<file path="src/design/sjf_pkg.sv">
// Shared constants, types and the controller state encoding for the shortest-job-first block.
package sjf_pkg;

	localparam int MAX_JOBS_DEF  = 32;
	localparam int TIME_BITS_DEF = 16;

	localparam int EXEC_W   = 16;
	localparam int JOB_W    = 5;
	localparam int FINISH_W = 21;
	localparam int TOTAL_W  = 26;

	typedef enum logic {
		ST_LOAD,
		ST_EMIT
	} state_t;

	// per-cycle command broadcast to every cell of the chain
	typedef struct packed {
		logic insert;
		logic shift;
	} cell_ctl_t;

endpackage

</file>
<file path="src/design/sjf_cell.sv">
// One cell of the sorted insertion chain: holds one job time and its arrival number.
module sjf_cell #(
	parameter int TW = sjf_pkg::TIME_BITS_DEF,
	parameter int IW = 5
) (
	input  logic              clk,
	input  sjf_pkg::cell_ctl_t ctl,
	input  logic              occ,
	input  logic [TW-1:0]     new_time,
	input  logic [IW-1:0]     new_id,
	input  logic              prev_take,
	input  logic [TW-1:0]     prev_time,
	input  logic [IW-1:0]     prev_id,
	input  logic [TW-1:0]     next_time,
	input  logic [IW-1:0]     next_id,
	output logic              take,
	output logic [TW-1:0]     time_q,
	output logic [IW-1:0]     id_q
);

	// strict compare keeps equal times in arrival order
	assign take = !occ || (time_q > new_time);

	always_ff @(posedge clk) begin
		if (ctl.shift) begin
			time_q <= next_time;
			id_q   <= next_id;
		end else if (ctl.insert && take) begin
			if (prev_take) begin
				time_q <= prev_time;
				id_q   <= prev_id;
			end else begin
				time_q <= new_time;
				id_q   <= new_id;
			end
		end
	end

endmodule

</file>
<file path="src/design/shortest_job_first_order.sv">
// Top level: insertion chain of cells, batch controller and result register.
//
// Jobs load at one beat per cycle: each accepted time is compared against every
// occupied cell at once and the cells at or past its place shift one step right,
// so the chain stays sorted (ties in arrival order). A beat with batch_end set
// stops input; the chain then shifts left one cell per cycle into the result
// register, giving one result per cycle for the N stored jobs while out_ready is
// high, after which input opens again. Jobs past MAX_JOBS are dropped and flagged
// on every result of that batch.
module shortest_job_first_order #(
	parameter int MAX_JOBS  = sjf_pkg::MAX_JOBS_DEF,
	parameter int TIME_BITS = sjf_pkg::TIME_BITS_DEF
) (
	input  logic                         clk,
	input  logic                         arst_n,
	input  logic                         in_valid,
	output logic                         in_ready,
	input  logic [sjf_pkg::EXEC_W-1:0]   exec_time,
	input  logic                         batch_end,
	output logic                         out_valid,
	input  logic                         out_ready,
	output logic [sjf_pkg::JOB_W-1:0]    job_number,
	output logic [sjf_pkg::FINISH_W-1:0] finish_time,
	output logic [sjf_pkg::TOTAL_W-1:0]  total_flow,
	output logic                         run_last,
	output logic                         overflowed
);

	localparam int TW = (TIME_BITS < sjf_pkg::EXEC_W) ? TIME_BITS : sjf_pkg::EXEC_W;
	localparam int IW = $clog2(MAX_JOBS);
	localparam int CW = $clog2(MAX_JOBS + 1);

	sjf_pkg::state_t   state_q, state_d;
	sjf_pkg::cell_ctl_t ctl;

	logic [CW-1:0]                count_q;
	logic                         drop_q;
	logic [sjf_pkg::FINISH_W-1:0] finish_q;
	logic [sjf_pkg::TOTAL_W-1:0]  total_q;

	logic                         in_fire, emit_go, full;
	logic [TW-1:0]                new_time;
	logic [sjf_pkg::FINISH_W-1:0] finish_nx;
	logic [sjf_pkg::TOTAL_W-1:0]  total_nx;

	logic [TW-1:0] cell_time [MAX_JOBS];
	logic [IW-1:0] cell_id   [MAX_JOBS];
	logic          cell_take [MAX_JOBS];
	logic          cell_occ  [MAX_JOBS];

	assign new_time  = exec_time[TW-1:0];
	assign full      = (count_q == CW'(MAX_JOBS));
	assign in_fire   = in_valid && in_ready;
	assign finish_nx = finish_q + sjf_pkg::FINISH_W'(cell_time[0]);
	assign total_nx  = total_q + sjf_pkg::TOTAL_W'(finish_nx);

	always_comb begin
		state_d    = state_q;
		in_ready   = 1'b0;
		emit_go    = 1'b0;
		ctl.insert = 1'b0;
		ctl.shift  = 1'b0;
		unique case (state_q)
			sjf_pkg::ST_LOAD: begin
				in_ready   = 1'b1;
				ctl.insert = in_valid && !full;
				if (in_valid && batch_end)
					state_d = sjf_pkg::ST_EMIT;
			end
			sjf_pkg::ST_EMIT: begin
				emit_go   = !out_valid || out_ready;
				ctl.shift = emit_go;
				if (emit_go && count_q == CW'(1))
					state_d = sjf_pkg::ST_LOAD;
			end
			default: state_d = sjf_pkg::ST_LOAD;
		endcase
	end

	always_ff @(posedge clk or negedge arst_n) begin
		if (!arst_n)
			state_q <= sjf_pkg::ST_LOAD;
		else
			state_q <= state_d;
	end

	always_ff @(posedge clk or negedge arst_n) begin
		if (!arst_n) begin
			count_q   <= '0;
			drop_q    <= 1'b0;
			out_valid <= 1'b0;
		end else begin
			if (in_fire) begin
				if (full)
					drop_q <= 1'b1;
				else
					count_q <= count_q + CW'(1);
			end
			if (emit_go) begin
				count_q   <= count_q - CW'(1);
				out_valid <= 1'b1;
				if (count_q == CW'(1))
					drop_q <= 1'b0;
			end else if (out_ready) begin
				out_valid <= 1'b0;
			end
		end
	end

	// sums restart on the closing beat; result payload needs no reset
	always_ff @(posedge clk) begin
		if (in_fire && batch_end) begin
			finish_q <= '0;
			total_q  <= '0;
		end else if (emit_go) begin
			finish_q <= finish_nx;
			total_q  <= total_nx;
		end
		if (emit_go) begin
			job_number  <= sjf_pkg::JOB_W'(cell_id[0]);
			finish_time <= finish_nx;
			total_flow  <= total_nx;
			run_last    <= (count_q == CW'(1));
			overflowed  <= drop_q;
		end
	end

	for (genvar i = 0; i < MAX_JOBS; i++) begin : g_cell
		logic          p_take;
		logic [TW-1:0] p_time, n_time;
		logic [IW-1:0] p_id, n_id;

		assign cell_occ[i] = (CW'(i) < count_q);

		if (i == 0) begin : g_head
			assign p_take = 1'b0;
			assign p_time = '0;
			assign p_id   = '0;
		end else begin : g_body
			assign p_take = cell_take[i-1];
			assign p_time = cell_time[i-1];
			assign p_id   = cell_id[i-1];
		end

		if (i == MAX_JOBS - 1) begin : g_tail
			assign n_time = '0;
			assign n_id   = '0;
		end else begin : g_link
			assign n_time = cell_time[i+1];
			assign n_id   = cell_id[i+1];
		end

		sjf_cell #(
			.TW(TW),
			.IW(IW)
		) u_cell (
			.clk       (clk),
			.ctl       (ctl),
			.occ       (cell_occ[i]),
			.new_time  (new_time),
			.new_id    (count_q[IW-1:0]),
			.prev_take (p_take),
			.prev_time (p_time),
			.prev_id   (p_id),
			.next_time (n_time),
			.next_id   (n_id),
			.take      (cell_take[i]),
			.time_q    (cell_time[i]),
			.id_q      (cell_id[i])
		);
	end

endmodule
</file>
<file path="config.mk">
export PLATFORM = sky130hd
export DESIGN_NAME = shortest_job_first_order
export DESIGN_NICKNAME = d
export VERILOG_FILES = /design/src/design/sjf_pkg.sv /design/src/design/sjf_cell.sv /design/src/design/shortest_job_first_order.sv
export SDC_FILE = /design/constraint.sdc
export NUM_CORES = 2
export LEC_CHECK = 0
export BUFFER_PORTS_ARGS = -buffer_cell sky130_fd_sc_hd__buf_2
export CAP_MARGIN = 20
export CORE_MARGIN = 10
export CORE_UTILIZATION = 35
export CTS_CLUSTER_DIAMETER = 30
export DETAILED_ROUTE_END_ITERATION = 16
export PLACE_DENSITY = 0.53
export SETUP_SLACK_MARGIN = 0.2
export SLEW_MARGIN = 20
export SYNTH_ARGS = -nofsm -noshare
export SYNTH_HDL_FRONTEND = slang
export SYNTH_HIERARCHICAL = 1
export SYNTH_SLANG_ARGS = --single-unit
</file>
<file path="constraint.sdc">
create_clock -name clk -period 5.78 [get_ports clk]
set_input_delay 1.156 -clock clk [delete_from_list [all_inputs] [get_ports clk]]
set_output_delay 1.156 -clock clk [all_outputs]
set_load 0.1 [all_outputs]
</file>
==> results.txt <==
Worst Reg-to-Reg Cells = 14
WL/cell = 19.6 um
CP arrival = 5070 ps
Area Growth Syn to Fin = 20.7%
Cell Area, Synth = 54300 um^2
number of global-route vias before repair = 42500
routability cong. = 0.828
Total GRT Usage = 0.181
setup_tns = 0 ps
layout cell share with drive strength beyond 1 = 0.139
drt drc = 0
Ports = 77
final setup fails = 0
reg2reg end = total_q[23]
setup bufs post-CTS = 0
Initial Util = 0.352
CTS tree = built
Die Y = 414 um
Post-Synthesis Cells = 5552
DP Wirelength = 114000 um
clk_lat worst skew = 820 ps
Iteration-0 DRC Markers = 3024
Root Driver = clkbuf_16
Crit path largest cell delay = 440 ps
cell row count = 144
worst endpoint required time = 6450 ps
crit path cell chain = ha_1 -> and2_1 -> a221o_1 -> o21ai_0 -> o21ai_0 -> xor2_1 -> ha_1 -> or2_2 -> a21oi_1 -> o21ai_0 -> a311oi_1 -> o21ai_2 -> and3_1 -> o21a_1
clk slew on worst S/H paths = 50 ps
H-tree depth = 4
aggregate global routing overflow = 0
Worst Setup Path Type = reg -> reg
Die Wd = 414 um
RSZ-0062 raised after global routing = no
post-route ant nets = 0
fmax = 227 MHz
Peak VDD IR = 0.000568 V
reg2reg setup slack = 1380 ps
CTS Hold Buffers Added = 0
largest net degree at the start of global routing = 155
status = completed
post-DR vias/cell = 5.22
Placed Cells = 7589
Final Skew = 71.6 ps
P_leak = 29.7 nW
measured slew at the worst slew-check pin = 1040 ps
Power Density = 743 nW/um^2
clock period minus worst slack = 4400 ps
core area = 154000 um^2
period utilization = 0.761
CP Max Fanout = 8
min-delay worst type = in -> async
final hold viol count = 0
clock sinks = 782
CP startpoint kind = flip-flop
crit end category = flip-flop
Port-buffer cells = 76
CP max-delay cell = edfxtp_1
max-slew violations = 0
initial antenna violation count = 10
# resized after CTS = 0
fin cells = 8014
nets = 6349
Final Power = 48.7 mW
total CTS buffers = 225
global-route wire length before repair = 247000 um
Synth Area per Inst = 9.78 um^2
Pre-antenna DRT Iters = 6
Worst slew margin = 0.297
die area = 171000 um^2
maxcap violations = 0
maximum clock insertion buffer count = 3
Routed WL = 157000 um
routed via count = 41800
R2R Path Start = g_cell[0].u_cell/time_q[8]
CP most frequent cell = o21ai_0
YS warnings = 6
[sequential cells by signal, summed over array words and instances (netlist names), 5 cells and up]
register / flops
g_cell.u_cell/id_q: 160
total_flow: 26
count_q: 6
g_cell.u_cell/time_q: 512
total_q: 26
finish_q: 21
finish_time: 21
job_number: 5
[final cells by class]
cell class | count | area (um^2)
tap | 2044 | 2560
inverter | 633 | 2380
timing repair buffer | 231 | 1740
clock inverter | 154 | 1830
fill | 15000 | 88700
sequential | 782 | 23000
clock buffer | 270 | 6000
multi-input combinational | 3899 | 28100
antenna | 1 | 2.50
[cell usage in the layout, fill, tap and decap left out, types with 33 or more instances in the layout]
master / instances
buf_4: 139
o21ai_0: 698
ha_1: 554
clkbuf_1: 33
inv_1: 631
o21ai_1: 97
a211oi_1: 35
nand3_1: 46
clkinv_2: 57
dfxtp_1: 47
clkbuf_16: 232
a21oi_2: 34
nand4_1: 102
mux2i_1: 678
nor2_1: 66
o21ai_2: 65
a21oi_1: 283
a21o_1: 80
conb_1: 43
buf_2: 76
edfxtp_1: 726
nand2_1: 825
clkinv_1: 34
[routing by layer]
metal  global-route usage  vias up  routed length [um]
li1                     -    20400                   -
met1                0.245    20300               73900
met2                0.292      908               72400
met3               0.0332      225                7360
met4               0.0542        6                3570
met5                    0        -                  37
[critical path, delay by kind of cell, from the launching register on]
kind	cells	cell delay, ps
adder cells (fa/ha/maj)	2	740
flip-flops	1	440
XOR/XNOR	1	310
AND/OR/NAND/NOR	3	720
AO/OA/AOI/OAI	8	2020
[report_power, final]
group / leakage [nW] / total (mW) / internal (mW) / switching [mW]
clock network: 3.81 / 12.5 / 8.67 / 3.87
registers: 7.69 / 14.0 / 11.3 / 2.76
logic: 18.2 / 22.1 / 8.20 / 13.9
[metrics by stage]
| stage | cell area, um^2 | utilization | hold slack, ps | worst slack [ps] |
|---|---|---|---|---|
| CTS | 65600 | 0.425 | 187 | 1400 |
| global route | 65600 | 0.425 | 202 | 1040 |
| finish | 65600 | 0.425 | 224 | 1380 |
| global placement | 57700 | 0.374 | 438 | 1300 |
| floorplan | 54500 | - | 426 | 234 |
| detailed placement | 57700 | 0.374 | 440 | 1260 |
[worst max-delay path by stage]
stage / end / start / slack [ps]
4_1_cts: total_q[23] / g_cell[0].u_cell/time_q[8] / 1400
2_1_floorplan: g_cell[31].u_cell/id_q[0] / out_ready / 230
3_3_place_gp: g_cell[2].u_cell/id_q[2] / exec_time[10] / 1300
3_5_place_dp: g_cell[2].u_cell/id_q[2] / exec_time[10] / 1260
5_1_grt: total_q[23] / g_cell[0].u_cell/time_q[8] / 1040
6_report: total_q[23] / g_cell[0].u_cell/time_q[8] / 1380
No activity file was read; power rests on OpenSTA's default activity.
